--- src/design/mwtm_pkg.sv ---
package mwtm_pkg;

    localparam int GRID_CELLS_DEF = 4096;
    localparam int VSUM_W = 64;
    localparam int WSUM_W = 40;
    localparam int TOT_W = 48;

    localparam logic [1:0] CMD_CHUNK = 2'd0;
    localparam logic [1:0] CMD_SAMPLE = 2'd1;
    localparam logic [1:0] CMD_READ = 2'd2;
    localparam logic [1:0] CMD_CLEAR = 2'd3;

    localparam logic [2:0] REG_IN_MISS = 3'd0;
    localparam logic [2:0] REG_OUT_MISS = 3'd1;
    localparam logic [2:0] REG_LIMIT = 3'd2;
    localparam logic [2:0] REG_INTEG = 3'd3;
    localparam logic [2:0] REG_SCALE = 3'd4;
    localparam logic [2:0] REG_IGNORE = 3'd5;

    localparam logic [31:0] MISS_RESET = 32'hFFFC_1900;
    localparam logic [23:0] ONE_Q8 = 24'd256;

    // controller to datapath
    typedef struct packed {
        logic clr_step;   // write zero at sweep address
        logic take;       // capture input transaction
        logic rd_issue;   // read cell memories
        logic exec;       // apply command with read data
        logic div_start;
        logic out_load;   // load result register from datapath
    } mwtm_cmd_t;

    // datapath to controller
    typedef struct packed {
        logic clr_last;
        logic need_div;   // result needs the divider
        logic has_out;    // command produces a result
        logic div_done;
    } mwtm_stat_t;

endpackage

--- src/design/mwtm_ctrl.sv ---
module mwtm_ctrl (
    input  logic                   clk,
    input  logic                   rst_n,
    input  logic                   in_valid,
    output logic                   in_stall,
    output logic                   out_valid,
    input  logic                   out_stall,
    output mwtm_pkg::mwtm_cmd_t    cmd,
    input  mwtm_pkg::mwtm_stat_t   stat
);

    typedef enum logic [2:0] {
        S_CLEAR,
        S_IDLE,
        S_READ,
        S_EXEC,
        S_DIV,
        S_OUT
    } state_t;

    state_t state_reg;
    logic   out_valid_reg;
    logic   take;
    logic   out_free;

    assign out_free = !out_valid_reg || !out_stall;
    assign take = (state_reg == S_IDLE) && in_valid;
    assign in_stall = (state_reg != S_IDLE);
    assign out_valid = out_valid_reg;

    always_comb
    begin
        cmd = '0;
        cmd.clr_step = (state_reg == S_CLEAR);
        cmd.take = take;
        cmd.rd_issue = (state_reg == S_READ);
        cmd.exec = (state_reg == S_EXEC);
        cmd.div_start = (state_reg == S_EXEC) && stat.has_out && stat.need_div;
        cmd.out_load = (state_reg == S_OUT) && out_free;
    end

    always_ff @(posedge clk or negedge rst_n)
    begin
        if (!rst_n)
        begin
            state_reg <= S_CLEAR;
            out_valid_reg <= 1'b0;
        end
        else
        begin
            if (state_reg == S_OUT && out_free)
            begin
                out_valid_reg <= 1'b1;
            end
            else if (out_valid_reg && !out_stall)
            begin
                out_valid_reg <= 1'b0;
            end
            case (state_reg)
                S_CLEAR:
                begin
                    if (stat.clr_last)
                    begin
                        state_reg <= S_IDLE;
                    end
                end
                S_IDLE:
                begin
                    if (in_valid)
                    begin
                        state_reg <= S_READ;
                    end
                end
                S_READ:
                begin
                    state_reg <= S_EXEC;
                end
                S_EXEC:
                begin
                    if (!stat.has_out)
                    begin
                        state_reg <= S_IDLE;
                    end
                    else if (stat.need_div)
                    begin
                        state_reg <= S_DIV;
                    end
                    else
                    begin
                        state_reg <= S_OUT;
                    end
                end
                S_DIV:
                begin
                    if (stat.div_done)
                    begin
                        state_reg <= S_OUT;
                    end
                end
                S_OUT:
                begin
                    if (out_free)
                    begin
                        state_reg <= S_IDLE;
                    end
                end
                default:
                begin
                    state_reg <= S_IDLE;
                end
            endcase
        end
    end

`ifndef SYNTHESIS
    a_no_take_busy: assert property (@(posedge clk) disable iff (!rst_n)
        (state_reg != S_IDLE) |-> !take)
        else $error("input taken while busy");
    a_load_hold: assert property (@(posedge clk) disable iff (!rst_n)
        (out_valid && out_stall) |=> out_valid)
        else $error("stalled result dropped");
    a_div_path: assert property (@(posedge clk) disable iff (!rst_n)
        cmd.div_start |=> (state_reg == S_DIV))
        else $error("divide not tracked");
`endif

endmodule

--- config.mk ---
export PLATFORM = sky130hd
export DESIGN_NAME = mwtm_ctrl
export DESIGN_NICKNAME = d
export VERILOG_FILES = /design/src/design/mwtm_pkg.sv /design/src/design/mwtm_ctrl.sv
export SDC_FILE = /design/constraint.sdc
export NUM_CORES = 1
export LEC_CHECK = 0
export ABC_AREA = 0
export BUFFER_PORTS_ARGS = -buffer_cell sky130_fd_sc_hd__buf_4
export CAP_MARGIN = 20
export CELL_PAD_IN_SITES_DETAIL_PLACEMENT = 1
export CELL_PAD_IN_SITES_GLOBAL_PLACEMENT = 1
export CORE_AREA = 4 4 41 43
export CTS_BUF_LIST = sky130_fd_sc_hd__clkbuf_4
export CTS_CLUSTER_DIAMETER = 200
export DETAILED_ROUTE_END_ITERATION = 16
export DIE_AREA = 0 0 45 47
export GPL_TIMING_DRIVEN = 1
export PLACE_DENSITY = 0.63
export SYNTH_ARGS = -nofsm -noshare
export SYNTH_HDL_FRONTEND = slang
export SYNTH_SLANG_ARGS = --single-unit
--- constraint.sdc ---
create_clock -name clk -period 1.2 [get_ports clk]
set_input_delay 0.18 -clock clk [delete_from_list [all_inputs] [get_ports clk]]
set_output_delay 0.18 -clock clk [all_outputs]
set_load 0.02 [all_outputs]
## Word level (Yosys, flattened, before mapping)

Cells that the tools add are included.

| word-level totals | value |
|---|---|
| register bits | 4 |
| input bits | 8 |
| output and inout port bits | 8 |

| operators by class | value |
|---|---|
| equality and inequality tests | 10 |
| muxes and demuxes | 9 |
| reduce and logical (&&, ||, !) cells | 11 |

Operator list:

| cell | count |
|---|---|
| $pmux W3 S6 | 1 |
| $mux W3 | 5 |
| $eq A3 B2 Y1 const B | 2 |
| $eq A3 B3 Y1 const B | 2 |
| $ne A2 B2 Y1 const B | 3 |
| $logic_and A1 B1 Y1 | 5 |
| $reduce_and A4 Y1 | 1 |
| $eq A3 B1 Y1 const B | 1 |
| $logic_not A3 Y1 | 1 |
| $mux W1 | 3 |
| $ne A3 B1 Y1 const B | 1 |
| $logic_not A1 Y1 | 2 |
| $ne A2 B1 Y1 const B | 1 |
| $reduce_bool A2 Y1 | 1 |
| $logic_or A1 B1 Y1 | 1 |

## Longest topological paths before layout

| logic depth | value |
|---|---|
| depth in word-level cells | 4 |
| gate-level depth with buffers | 3 |
| gate-level depth less buffers | 3 |

## Worst setup path after synthesis

No wires, ideal clock.

| path | value |
|---|---|
| path kind | flip-flop to output port |
| start point | register state_reg[0] |
| end point | output cmd[1] in the netlist's numbering |
| data arrival time | 1.076 ns |
| data required time | 1.020 ns |
| slack | -0.056 ns |
| stages on the path, launching flop included | 4 |
| path buffers | 0 |
| path through | dfrtp_1 nor2b_2 and2_4 and3_1 |

RTL lines:

| item | RTL line | text |
|---|---|---|
| from (decl) | mwtm_ctrl.sv:21 | `state_t state_reg;` |
| from (signal assigned) | mwtm_ctrl.sv:46 | `state_reg <= S_CLEAR;` |
| from (signal assigned) | mwtm_ctrl.sv:64 | `state_reg <= S_IDLE;` |
| from (signal assigned) | mwtm_ctrl.sv:71 | `state_reg <= S_READ;` |
| to (decl) | mwtm_ctrl.sv:8 | `output mwtm_pkg::mwtm_cmd_t cmd,` |

==> summary.md <==
| Metric | Value |
|---|---|
| Via count | `293` |
| Post-route insts no fill | `between 60 and 70` |
| Critical Path End Type | `output port` |
| Smallest hold slack | `0.207 ns` |
| Startpoint types | `flip-flop` |
| Worst Tran Pin Value | `0.344 ns` |
| CTS max path bufs | `2` |
| Synth Instances | `26` |
| Max-Cap Viols | `0` |
| GRT Overall Usage | `8.56%` |
| Port Buf Inserts | `15` |
| Pleak | `between 0.2 and 0.3 nW` |
| Sequential element share of the synthesized area | `42.3%` |
| Final period util | `113%` |
| Min Tclk post-route | `between 1 and 1.5 ns` |
| Antenna violations before repair | `0` |
| Fin nets | `62` |
| Number of antenna diodes | `0` |
| Crit path kind | `flip-flop to output port` |
| Worst path required time | `1.02 ns` |
| PwrDens | `2610 nW/µm²` |
| Row count | `13` |
| Wire per inst | `12.6 µm` |
| Crit Path Max Fanout | `3` |
| # setup viols final | `7` |
| Pre-CTS setup slack | `-0.00610 ns` |
| Placed cells | `between 60 and 70` |
| Cell at the root of the clock tree | `clkbuf_4` |
| ANT nets after route | `0` |
| Vias per cell | `between 4 and 5` |
| F_max | `738 MHz` |
| Unrepaired setup endpoints after global routing | `yes` |
| Setup WS post-layout | `-0.155 ns` |
| Mapped Avg Cell Area | `a little over 9 µm²` |
| Number of remaining DRC errors | `0` |
| VDD IR max | `0.718 mV` |
| Setup TNS | `-0.697 ns` |
| Max reg flops | `3` |
| Final Util | `approximately two fifths` |
| Core footprint | `about 1300 µm²` |
| Largest net degree at the start of global routing | `8` |
| Worst Hold Path Cells | `3` |
| Outcome | `complete, but fails checks` |
| Post-synth net total | `34` |
| Area grow syn2layout | `110%` |
| Worst R2R Path Depth | `4` |
| Grt total ovfl | `0` |
| CP max stage cell | `dfrtp_2` |
| Die ar. | `2120 µm²` |
| Class of the worst hold path | `input port to flip-flop` |
| Slew Limit Headroom | `77.0%` |
| Slew Viols, Final | `0` |
| DP Wirelength | `651 µm` |
| Drt first-iter violations | `1` |
| Crit path largest cell delay | `roughly 0.42 ns` |
| Overall routed net length | `842 µm` |
| Failing checks | `negative setup slack` |
| CP Data Arrival Time | `1.18 ns` |
| CTS tree | `built` |
| YS warnings | `0` |
| Vias in the first global route | `334` |
| H-tree lvl count | `1` |
| First-pass GRT wire length | `1250 µm` |
| Most frequent cells in the layout | `buf_4 (19), nand2_1 (4), buf_6 (4)` |
| Synthesized flop and latch total | `4` |
| Synthesized area | `236 µm²` |
| Layout cells sized above 1 | `69.2%` |
| RePlAce Congestion | `0.657` |
| CTS buffer count | `3` |
| Clk_skew | `between 0.002 and 0.0025 ns` |
| Die width | `between 40 and 50 µm` |
| Top-Level Pins | `16` |
| Critical Path, Cell by Cell | `nor2b_4 -> and2_4 -> and3_4 -> buf_6` |
| Final hold violation count | `0` |
| Most common cell after layout, fill and taps aside | `buf_4` |
| Clk slew on worst S/H paths | `about 0.03 ns` |
| Clock Latency Late Sink | `0.23 ns` |
| Yosys cell types | `17` |
| Sink Count | `4` |
| Die Span Y | `47 µm` |
| Initial Util | `18.2%` |
| Initial DRT Pass Iterations | `2` |
worst paths after layout:
path | from | to | slack (ns)
max reg2reg | state_reg[2] | state_reg[0] | 0.03
max | state_reg[2] | cmd[1] | -0.16
min reg2reg | out_valid | out_valid | 0.56
max in group asynchronous | rst_n | state_reg[1] | 0.81
min | out_stall | out_valid | 0.21
min in group asynchronous | rst_n | out_valid | 0.28
cell usage after synthesis:
master     number  area, µm²
nor2b_1         2       12.5
a31o_1          1       8.76
a2111oi_0       1       8.76
inv_1           1       3.75
and2_2          1       7.51
and2_4          1       8.76
dfrtp_1         4        100
nand2_1         4       15.0
nor2b_2         1       8.76
nor2_1          1       3.75
a32o_1          1       10.0
mux2i_1         1       10.0
and3_1          1       6.26
nor3_1          2       10.0
nand3_1         1       5.00
a21oi_1         2       10.0
buf_4           1       7.51
power breakdown:
part	total (mW)	switching (mW)	internal [mW]
registers	0.268	0.0685	0.199
logic	0.871	0.411	0.460
clock network	0.157	0.0461	0.111
total	1.30	0.525	0.771
critical path: cells and delay by family (launching register included):
family	cells	cell delay [ns]
flops	1	0.42
simple gates	3	0.42
buf+inv	1	0.11
kinds of logic after synthesis:
group / count (synthesis) / share of synthesized area (%)
AO/OA/AOI/OAI: 5 / 15.9
buffers and inverters: 2 / 4.76
flip-flops: 4 / 42.3
multiplexers: 1 / 4.23
AND/OR/NAND/NOR: 14 / 32.8
layout make-up:
type / count / area (µm²)
clock buffer: 3 / 22.5
fill: 157 / 805
inverter: 1 / 3.75
multi-input combinational: 20 / 151
sequential: 4 / 103
tap: 15 / 18.8
timing repair buffer: 24 / 198
per-stage QoR:
stage | power (mW) | cell area, µm²
3_5_place_dp | 1.01 | 415
6_report | 1.30 | 497
4_1_cts | 1.26 | 479
2_1_floorplan | 0.648 | 246
5_1_grt | 1.39 | 497
3_3_place_gp | 0.996 | 415
what timing repair did:
item	in CTS	in global routing
endpoints found under the setup margin	8	8
hold buffers	1	0
gates resized for setup	7	5
cloned	0	0
setup buffers	2	0
endpoints found under the hold margin	4	0
pin swaps	1	0
routing by layer:
metal  global-route usage, %  part of all wire (%)
met1                    7.36                    32
met2                    16.4                    61
met3                    1.15                   7.0
met4                    8.77                     0
met5                       0                     0
Note: power is estimated with default switching activity, not from simulation.
